<file path="config.mk">
export PLATFORM = sky130hd
export DESIGN_NAME = sipm_ram
export DESIGN_NICKNAME = d
export VERILOG_FILES = /design/src/rtl/sipm_ram.sv
export SDC_FILE = /design/constraint.sdc
export NUM_CORES = 1
export LEC_CHECK = 0
export ABC_AREA = 1
export BUFFER_PORTS_ARGS = -buffer_cell sky130_fd_sc_hd__buf_4
export CAP_MARGIN = 20
export CORE_ASPECT_RATIO = 0.5
export CORE_MARGIN = 3
export CORE_UTILIZATION = 37
export DETAILED_ROUTE_END_ITERATION = 10
export GPL_ROUTABILITY_DRIVEN = 0
export PLACE_DENSITY = 0.61
export SLEW_MARGIN = 0
export SYNTH_ARGS = -nofsm -noshare
export SYNTH_HDL_FRONTEND = slang
export SYNTH_SLANG_ARGS = --single-unit
</file>
<file path="constraint.sdc">
create_clock -name clk -period 1.5 [get_ports clk]
set_input_delay 0.225 -clock clk [delete_from_list [all_inputs] [get_ports clk]]
set_output_delay 0.225 -clock clk [all_outputs]
set_load 0.01 [all_outputs]
</file>
<file path="src/rtl/sipm_ram.sv">
// ----------------------------------------------------------------------------
// sipm_ram: generic simple dual-port RAM
// One write port and one read port, read data registered.
// ----------------------------------------------------------------------------
`default_nettype none

module sipm_ram #(
  parameter int WIDTH = 8,
  parameter int DEPTH = 16
) (
  input  wire logic                                     clk,
  input  wire logic                                     we,
  input  wire logic [((DEPTH > 1) ? $clog2(DEPTH) : 1)-1:0] waddr,
  input  wire logic [WIDTH-1:0]                         wdata,
  input  wire logic [((DEPTH > 1) ? $clog2(DEPTH) : 1)-1:0] raddr,
  output logic      [WIDTH-1:0]                         rdata
);

  logic [WIDTH-1:0] mem [DEPTH];

  always_ff @(posedge clk) begin
    if (we) begin
      mem[waddr] <= wdata;
    end
    rdata <= mem[raddr];
  end

endmodule

`default_nettype wire

</file>
==> results of run 1 <==
-- worst reg2reg max path, cell delays in order, from the launching register on --
cell and delay (ns):
edfxtp_1 0.36, inv_1 0.06, nand2_1 0.04, nand3_1 0.10, nand3_1 0.16, nand3_1 0.16, nand2_1 0.06
-- routing by layer --
metal / vias up / GRT usage / share of wire
met5: - / 0 / 0
met2: 136 / 0.251 / 0.45
met3: 22 / 0.0414 / 0.071
li1: 1862 / - / -
met4: 0 / 0.0576 / 0.015
met1: 1862 / 0.225 / 0.46
-- cell type report --
cell class | instances | area, um2 | share of cell area
Inverter | 102 | 383 | 0.0553
Clock inverter | 11 | 194 | 0.0280
Multi-Input combinational cell | 289 | 1210 | 0.175
Sequential cell | 136 | 4000 | 0.578
Timing Repair Buffer | 50 | 425 | 0.0614
Clock buffer | 21 | 460 | 0.0665
Tap cell | 198 | 248 | 0.0358
-- cells in the mapped netlist --
cell        n
buf_2      13
nor2_1     17
inv_2       2
inv_1     100
buf_6       6
buf_4       4
edfxtp_1  128
buf_1       1
nand3_1    97
nand3b_1    2
dfxtp_1     8
nand2_1   173
-- sequential cells by signal, indices dropped and copies added, names as in the netlist --
signal and flops:
mem 128, rdata 8
-- worst paths after layout --
check,startpoint,endpoint,slack (ns),depth (start not counted)
setup reg to reg,mem[7][0],rdata[0],0.46,6
setup / recovery,rdata[6],rdata[6],0.37,1
hold reg to reg,mem[2][6],rdata[6],0.67,6
hold / removal,wdata[4],mem[1][4],0.15,1
-- metrics by stage --
| step | setup slack (ns) | hold WS (ns) |
|---|---|---|
| 2_1_floorplan | 0.324 | 0.324 |
| 3_3_place_gp | 0.195 | 0.568 |
| 3_5_place_dp | 0.200 | 0.560 |
| 4_1_cts | 0.346 | 0.128 |
| 5_1_grt | 0.335 | 0.141 |
| 6_report | 0.368 | 0.146 |
-- logic make-up (layout without fill, tap and decap cells) --
logic type,Yosys count,in the layout,share of synthesized area
flip-flops,136,136,0.694
buffers and inverters,126,184,0.0952
AND/OR/NAND/NOR,289,289,0.210
-- where the power goes --
part	switching, mW	internal [mW]	total, mW
clock network	1.55	3.04	4.60
registers	0.0265	4.25	4.27
logic	0.382	0.195	0.577
total	1.96	7.49	9.45
==> flow_summary.json, run 1 <==
{
  "outcome": "finished clean",
  "coreArea_um2": 14900,
  "synthesis.area_um2": 5770,
  "layout_commonest_cell": "nand2_1",
  "cellLeakagePower_nw": 3.00,
  "ctsHoldBuffers": 0,
  "synth_top_area_share": 0.667,
  "path_delay_family": "flip-flops",
  "yosysSeqAreaShare": 0.694,
  "syn2layout_area_growth_pct": 20.1,
  "dieHeight_um": 94.3,
  "path_buf_inv": 1,
  "first_iter_violations": 298,
  "start_util": 0.388,
  "cts_tree": "yes",
  "p_per_area_nw_per_um2": 1360,
  "finalNonFillerCells": 807,
  "cp_max_fo": 1,
  "synth_seq_cells": 136,
  "grt_antenna_before_repair": 0,
  "syn_area_per_cell_um2": 10.5,
  "cp-start-kind": "register",
  "peakVddDrop_mv": 0.924,
  "worstPathRequired_ns": 1.27,
  "min_period_ns": 1.13,
  "wl_per_cell_um": 16.4,
  "setup_viol": 0,
  "final_area_um2": 6930,
  "crit_path_cell_trace": "buf_4",
  "tightestPinTransition_ns": 0.307,
  "dpl_cell_area_um2": 6270,
  "critPathSlowestCell": "dfxtp_1",
  "hold_violations": 0,
  "clk_latency_ns": 0.42,
  "ctsResizeCount": 0,
  "vias": 3882,
  "synth_cell_types": 12,
  "final_antenna_net_count": 0,
  "die_w_um": 183,
  "avgViaCountPerCell": 4.81,
  "cap_viol_max_count": 0,
  "finalCritPeriodShare": 0.755,
  "clock-sinks": 136,
  "root_buffer": "clkbuf_16",
  "drive_above_1_share": 0.135,
  "grt_pass1_vias": 3667,
  "hold_class": "input pin to register",
  "utilization": 0.466,
  "maxSlewViolCount": 0,
  "h-tree-depth": 4,
  "dr.pass1.iters": 5,
  "n_antenna_cell": 0,
  "critical_path_class": "register to primary output",
  "n_fill_cell": 1325,
  "slew_headroom": 0.795,
  "skew_ns": 0.00561,
  "yosys_warnings": 0,
  "grt_max_degree": 65,
  "endpoint_kind": "primary output",
  "synth_area_leaders": "edfxtp_1 (67%), nand2_1 (11%), nand3_1 (8.4%)",
  "layout.nets": 614,
  "cts_buffers": 17,
  "fmax_mhz": 883,
  "die_area_um2": 17200,
  "ios": 26,
  "dp_hpwl_um": 8120,
  "drc": 0,
  "grt_pass1_wl_um": 20600,
  "yosysTopAreaCell": "edfxtp_1",
  "mostFrequentLayoutCells": "nand2_1 (173), edfxtp_1 (128), inv_1 (100)",
  "cts_setup_buffers": 0,
  "placed_cells": 775,
  "fin_tns_setup_ns": 0,
  "synthesis.nets": 569,
  "total_power_mw": 9.45,
  "grt_util_all_layers": 0.163,
  "syn_inst": 551,
  "grt_overflow_total": 0,
  "arrival_ns": 0.91,
  "drt-total-wl_um": 13200,
  "rows": 31,
  "clk_path_buf_depth": 2,
  "crit_path_max_incr_delay_ns": 0.36,
  "cts.clk_slew.worst_paths_ns": 0.06,
  "rsz0062_at_grt": "false",
  "place.port_buffers": 25
}
Power figures use the tool's default switching activity.
==> run 2, diff against run 1 <==
==> constraint.sdc (replaced) <==
create_clock -name clk -period 1.05 [get_ports clk]
set_input_delay 0.1575 -clock clk [delete_from_list [all_inputs] [get_ports clk]]
set_output_delay 0.1575 -clock clk [all_outputs]
set_load 0.01 [all_outputs]
==> run 2 against run 1 <==
Compared with the run above:
- core utilization is 1.1 points higher
- non-clock buffer count increased by 10
- count of clock-buffer cells in the layout is 1 lower
- largest cell class unchanged
- via count shrank 1.2%
- wire length is 0.18% higher
- critical endpoint unchanged
- highest routed layer unchanged
==> flow_summary.json, run 2 (synthesis gave the netlist of run 1 again) <==
{
  "dr.pass1.iters": 5,
  "wl_per_cell_um": 16.2,
  "p_sw_mw": 2.66,
  "clock_power_share": 0.450,
  "clk_path_buf_depth": 2,
  "ctsResizeCount": 4,
  "hold_class": "input pin to register",
  "finalCritPeriodShare": 0.980,
  "dpl_cell_area_um2": 6500,
  "grt_overflow_total": 0,
  "h-tree-depth": 4,
  "hold-path-endpoint": "mem[15][2]",
  "avgViaCountPerCell": 4.70,
  "reg.largest.list": "mem x128, rdata x8",
  "layout_commonest_cell": "nand2_1",
  "tightestPinTransition_ns": 0.356,
  "mostFrequentLayoutCells": "nand2_1 (173), edfxtp_1 (128), inv_1 (100)",
  "hold_violations": 0,
  "crit_path_cell_trace": "buf_4",
  "drc": 0,
  "swShare": 0.209,
  "syn2layout_area_growth_pct": 23.0,
  "min_period_ns": 1.03,
  "rsz0062_at_grt": "false",
  "reg2regPathDepth": 6,
  "layout.nets": 624,
  "clk_latency_ns": 0.41,
  "grt_antenna_before_repair": 0,
  "multi_input_area_um2": 1240,
  "dp_hpwl_um": 8300,
  "p_per_area_nw_per_um2": 1800,
  "r2r_start": "mem[9][3]",
  "final_antenna_net_count": 0,
  "first_iter_violations": 410,
  "coreArea_um2": 14900,
  "grt_max_degree": 44,
  "ios": 26,
  "root_buffer": "clkbuf_16",
  "critPathSlowestCell": "dfxtp_2",
  "path_buf_inv": 1,
  "pwr-share-comb": 0.071,
  "setup_viol": 0,
  "grt_util_all_layers": 0.164,
  "die_w_um": 183,
  "endpoint_kind": "primary output",
  "peakVddDrop_mv": 1.02,
  "start_util": 0.388,
  "cts_tree": "yes",
  "drt-total-wl_um": 13300,
  "min-delay-start": "wdata[2]",
  "seq_area_um2": 4010,
  "cts_setup_buffers": 0,
  "cp-start-kind": "register",
  "rows": 31,
  "cts_buffers": 17,
  "die_area_um2": 17200,
  "place.port_buffers": 25,
  "n_antenna_cell": 0,
  "p_seq_frac": 0.480,
  "top_register": "mem",
  "drive_above_1_share": 0.162,
  "worstPathRequired_ns": 0.89,
  "cp_max_fo": 1,
  "total_power_mw": 12.8,
  "path_delay_family": "flip-flops",
  "n_fill_cell": 1326,
  "hold_depth": 1,
  "cap_viol_max_count": 0,
  "postLayoutSetupSlackWorst_ns": 0.0213,
  "finalNonFillerCells": 817,
  "arrival_ns": 0.87,
  "cts.clk_slew.worst_paths_ns": 0.06,
  "critical_path_class": "register to primary output",
  "grt_pass1_vias": 3648,
  "outcome": "finished clean",
  "fmax_mhz": 972,
  "clock-sinks": 136,
  "regToRegEndpoint": "rdata[3]",
  "ctsHoldBuffers": 0,
  "grt_pass1_wl_um": 20700,
  "slew_headroom": 0.763,
  "intPower_mw": 10.1,
  "dieHeight_um": 94.3,
  "maxSlewViolCount": 0,
  "cellLeakagePower_nw": 3.06,
  "skew_ns": 0.00540,
  "final_area_um2": 7090,
  "vias": 3836,
  "r2r_slack_ns": 0.06,
  "post-place-ws_ns": -0.200,
  "placed_cells": 785,
  "largest_reg_flops": 128,
  "crit_path_max_incr_delay_ns": 0.33
}
-- run 2: changes by cell type in the layout (fill, tap and decap cells not counted), sizes merged --
cell / previous run / this run
clkinv: 4 / 8
clkbuf: 21 / 20
inv: 103 / 102
buf: 50 / 60
bufinv: 5 / 3
-- run 2: stage by stage --
stage,hold slack [ns],setup TNS (ns),utilization
6_report,0.0831,0,0.477
5_1_grt,0.0912,0,0.477
4_1_cts,0.0779,0,0.476
3_5_place_dp,0.496,-12.95,0.437
3_3_place_gp,0.501,-11.83,0.437
2_1_floorplan,0.256,-4.98,-
-- run 2: worst max-delay path by stage --
stage | from | end | slack (ns) | depth (start not counted)
after floorplan | waddr[2] | mem[11][0] | -0.06 | 2
after global placement | raddr[0] | rdata[6] | -0.18 | 9
after detailed placement | raddr[0] | rdata[1] | -0.20 | 9
after CTS | rdata[0] | rdata[0] | 0.006 | 1
after global routing | rdata[7] | rdata[7] | 0.00004 | 1
final | rdata[6] | rdata[6] | 0.02 | 1
-- run 2: final cells by class --
| class | instances | area share |
|---|---|---|
| clock buffer | 20 | 0.0616 |
| clock inverter | 12 | 0.0187 |
| inverter | 102 | 0.0540 |
| multi-input combinational | 289 | 0.175 |
| sequential | 136 | 0.565 |
| tap | 198 | 0.0349 |
| timing repair buffer | 60 | 0.0905 |
-- run 2: power by group through the flow --
stage / Sequential [mW] / Combinational (mW) / Clock [mW]
floorplan: 6.23 / 0.432 / 0
global placement: 6.23 / 0.890 / 0
detailed placement: 6.23 / 0.901 / 0
CTS: 6.12 / 0.905 / 5.81
global route: 6.13 / 0.997 / 6.06
finish: 6.12 / 0.905 / 5.74
-- run 2: layer usage --
layer	track usage	wire, um
met5	0	0
met4	0.0595	209
met3	0.0282	705
met2	0.257	6070
met1	0.230	6270
==> run 3, diff against run 2 <==
--- a/config.mk
+++ b/config.mk
@@ -14,6 +14,7 @@
 export DETAILED_ROUTE_END_ITERATION = 10
 export GPL_ROUTABILITY_DRIVEN = 0
 export PLACE_DENSITY = 0.61
+export REMOVE_ABC_BUFFERS = 1
 export SLEW_MARGIN = 0
 export SYNTH_ARGS = -nofsm -noshare
 export SYNTH_HDL_FRONTEND = slang
==> constraint.sdc (replaced) <==
create_clock -name clk -period 1.2 [get_ports clk]
set_input_delay 0.18 -clock clk [delete_from_list [all_inputs] [get_ports clk]]
set_output_delay 0.18 -clock clk [all_outputs]
set_load 0.01 [all_outputs]
==> run 3 against run 2 <==
Compared with the run above:
- sequential power is 13% lower
- sequential share of layout area is 0.65 points higher
- flip-flop and latch count stayed put
- total power is 10% lower
- global-route usage is 0.24 points lower
- clock power is 6.4% lower
- non-clock buffer count is 1 lower
- first-iteration DRC count is 5.1% lower
- largest power group is now the clock network
==> flow_summary.json, run 3 (synthesis gave the netlist of run 1 again) <==
{
  "cts.clk_slew.worst_paths_ns": 0.06,
  "grt_antenna_before_repair": 0,
  "cts_tree": "yes",
  "clock-sinks": 136,
  "crit_path_cell_trace": "buf_4",
  "final_area_um2": 7000,
  "rsz0062_at_grt": "false",
  "p_per_area_nw_per_um2": 1640,
  "grt_overflow_total": 0,
  "clk_latency_ns": 0.42,
  "peakVddDrop_mv": 1.36,
  "dp_hpwl_um": 8220,
  "fin_tns_setup_ns": 0,
  "avgViaCountPerCell": 4.72,
  "die_w_um": 183,
  "critPathSlowestCell": "dfxtp_1",
  "grt_pass1_vias": 3635,
  "reg.largest.list": "mem x128, rdata x8",
  "coreArea_um2": 14900,
  "finalCritPeriodShare": 0.898,
  "drive_above_1_share": 0.144,
  "grt_pass1_wl_um": 20400,
  "drc": 0,
  "crit_path_max_incr_delay_ns": 0.35,
  "rows": 31,
  "utilization": 0.471,
  "setup_viol": 0,
  "top_register": "mem",
  "die_area_um2": 17200,
  "whs_ns": 0.0865,
  "ios": 26,
  "grt_max_degree": 33,
  "maxSlewViolCount": 0,
  "tightestPinTransition_ns": 0.325,
  "p_sw_mw": 2.43,
  "clock_power_share": 0.468,
  "path_buf_inv": 1,
  "n_antenna_cell": 0,
  "clk_path_buf_depth": 2,
  "root_buffer": "clkbuf_16",
  "p_seq_frac": 0.466,
  "dieHeight_um": 94.3,
  "pwr-share-comb": 0.066,
  "critical_path_class": "register to primary output",
  "hold_violations": 0,
  "wl_per_cell_um": 16.0,
  "path_delay_family": "flip-flops",
  "cp_max_fo": 1,
  "cellLeakagePower_nw": 3.04,
  "start_util": 0.388,
  "first_iter_violations": 389,
  "worstPathRequired_ns": 1.02,
  "endpoint_kind": "primary output",
  "final_antenna_net_count": 0,
  "cts_buffers": 17,
  "drt-total-wl_um": 13000,
  "dr.pass1.iters": 5,
  "h-tree-depth": 4,
  "dpl_cell_area_um2": 6390,
  "swShare": 0.212,
  "cap_viol_max_count": 0,
  "syn2layout_area_growth_pct": 21.4,
  "hold_class": "input pin to register",
  "intPower_mw": 9.04,
  "place.port_buffers": 25,
  "layout.nets": 623,
  "largest_reg_flops": 128,
  "cp-start-kind": "register",
  "arrival_ns": 0.90,
  "fmax_mhz": 928,
  "slew_headroom": 0.783,
  "outcome": "finished clean",
  "grt_util_all_layers": 0.161,
  "skew_ns": 0.00828,
  "min_period_ns": 1.08,
  "layout_commonest_cell": "nand2_1",
  "mostFrequentLayoutCells": "nand2_1 (173), edfxtp_1 (128), inv_1 (100)",
  "cts_setup_buffers": 0,
  "vias": 3850,
  "ctsResizeCount": 0,
  "ctsHoldBuffers": 0
}
[run 3: cell count changes in the layout (fill, tap and decap cells not counted), moves of 3 or more]
cell     before  now
buf_12       15    8
buf_4        44   51
dfxtp_1       3    8
nand3_2       3    0
nor2_1       12   17
dfxtp_2       5    0
nor2_2        5    0
nand3_1      94   97
[run 3: path summary, 6_finish.rpt]
| kind | from | to | slack [ns] | cells past startpoint |
|---|---|---|---|---|
| min | wdata[2] | mem[1][2] | 0.09 | 1 |
| min reg2reg | mem[11][7] | rdata[7] | 0.66 | 6 |
| max reg2reg | mem[6][0] | rdata[0] | 0.18 | 6 |
| max | rdata[3] | rdata[3] | 0.12 | 1 |
[run 3: final cells by class]
class | instances | area [um2]
timing repair buffer | 59 | 543
inverter | 102 | 383
clock buffer | 18 | 429
sequential | 136 | 4000
multi-input combinational | 289 | 1210
fill | 1337 | 7850
clock inverter | 14 | 181
tap | 198 | 248
[run 3: routing by layer]
metal	wire length (um)	share of wire	vias to the layer above	global-route usage
li1	-	-	1884	-
met1	5690	0.44	1826	0.214
met2	6170	0.47	125	0.259
met3	975	0.075	15	0.0398
met4	196	0.015	0	0.0570
met5	0	0	-	0
[run 3: metrics by stage]
stage	total power [mW]	cells	setup WS [ns]
floorplan	5.74	527	0.0395
CTS	11.5	816	0.0883
detailed placement	6.19	784	-0.0919
global route	11.8	816	0.0762
finish	11.5	816	0.123
global placement	6.18	784	-0.0908
[run 3: power groups by stage]
stage | Sequential [mW] | Clock (mW) | Combinational [mW]
after floorplan | 5.45 | 0 | 0.287
after global placement | 5.44 | 0 | 0.743
after detailed placement | 5.44 | 0 | 0.749
after CTS | 5.34 | 5.43 | 0.755
after global routing | 5.35 | 5.65 | 0.831
final | 5.34 | 5.37 | 0.752
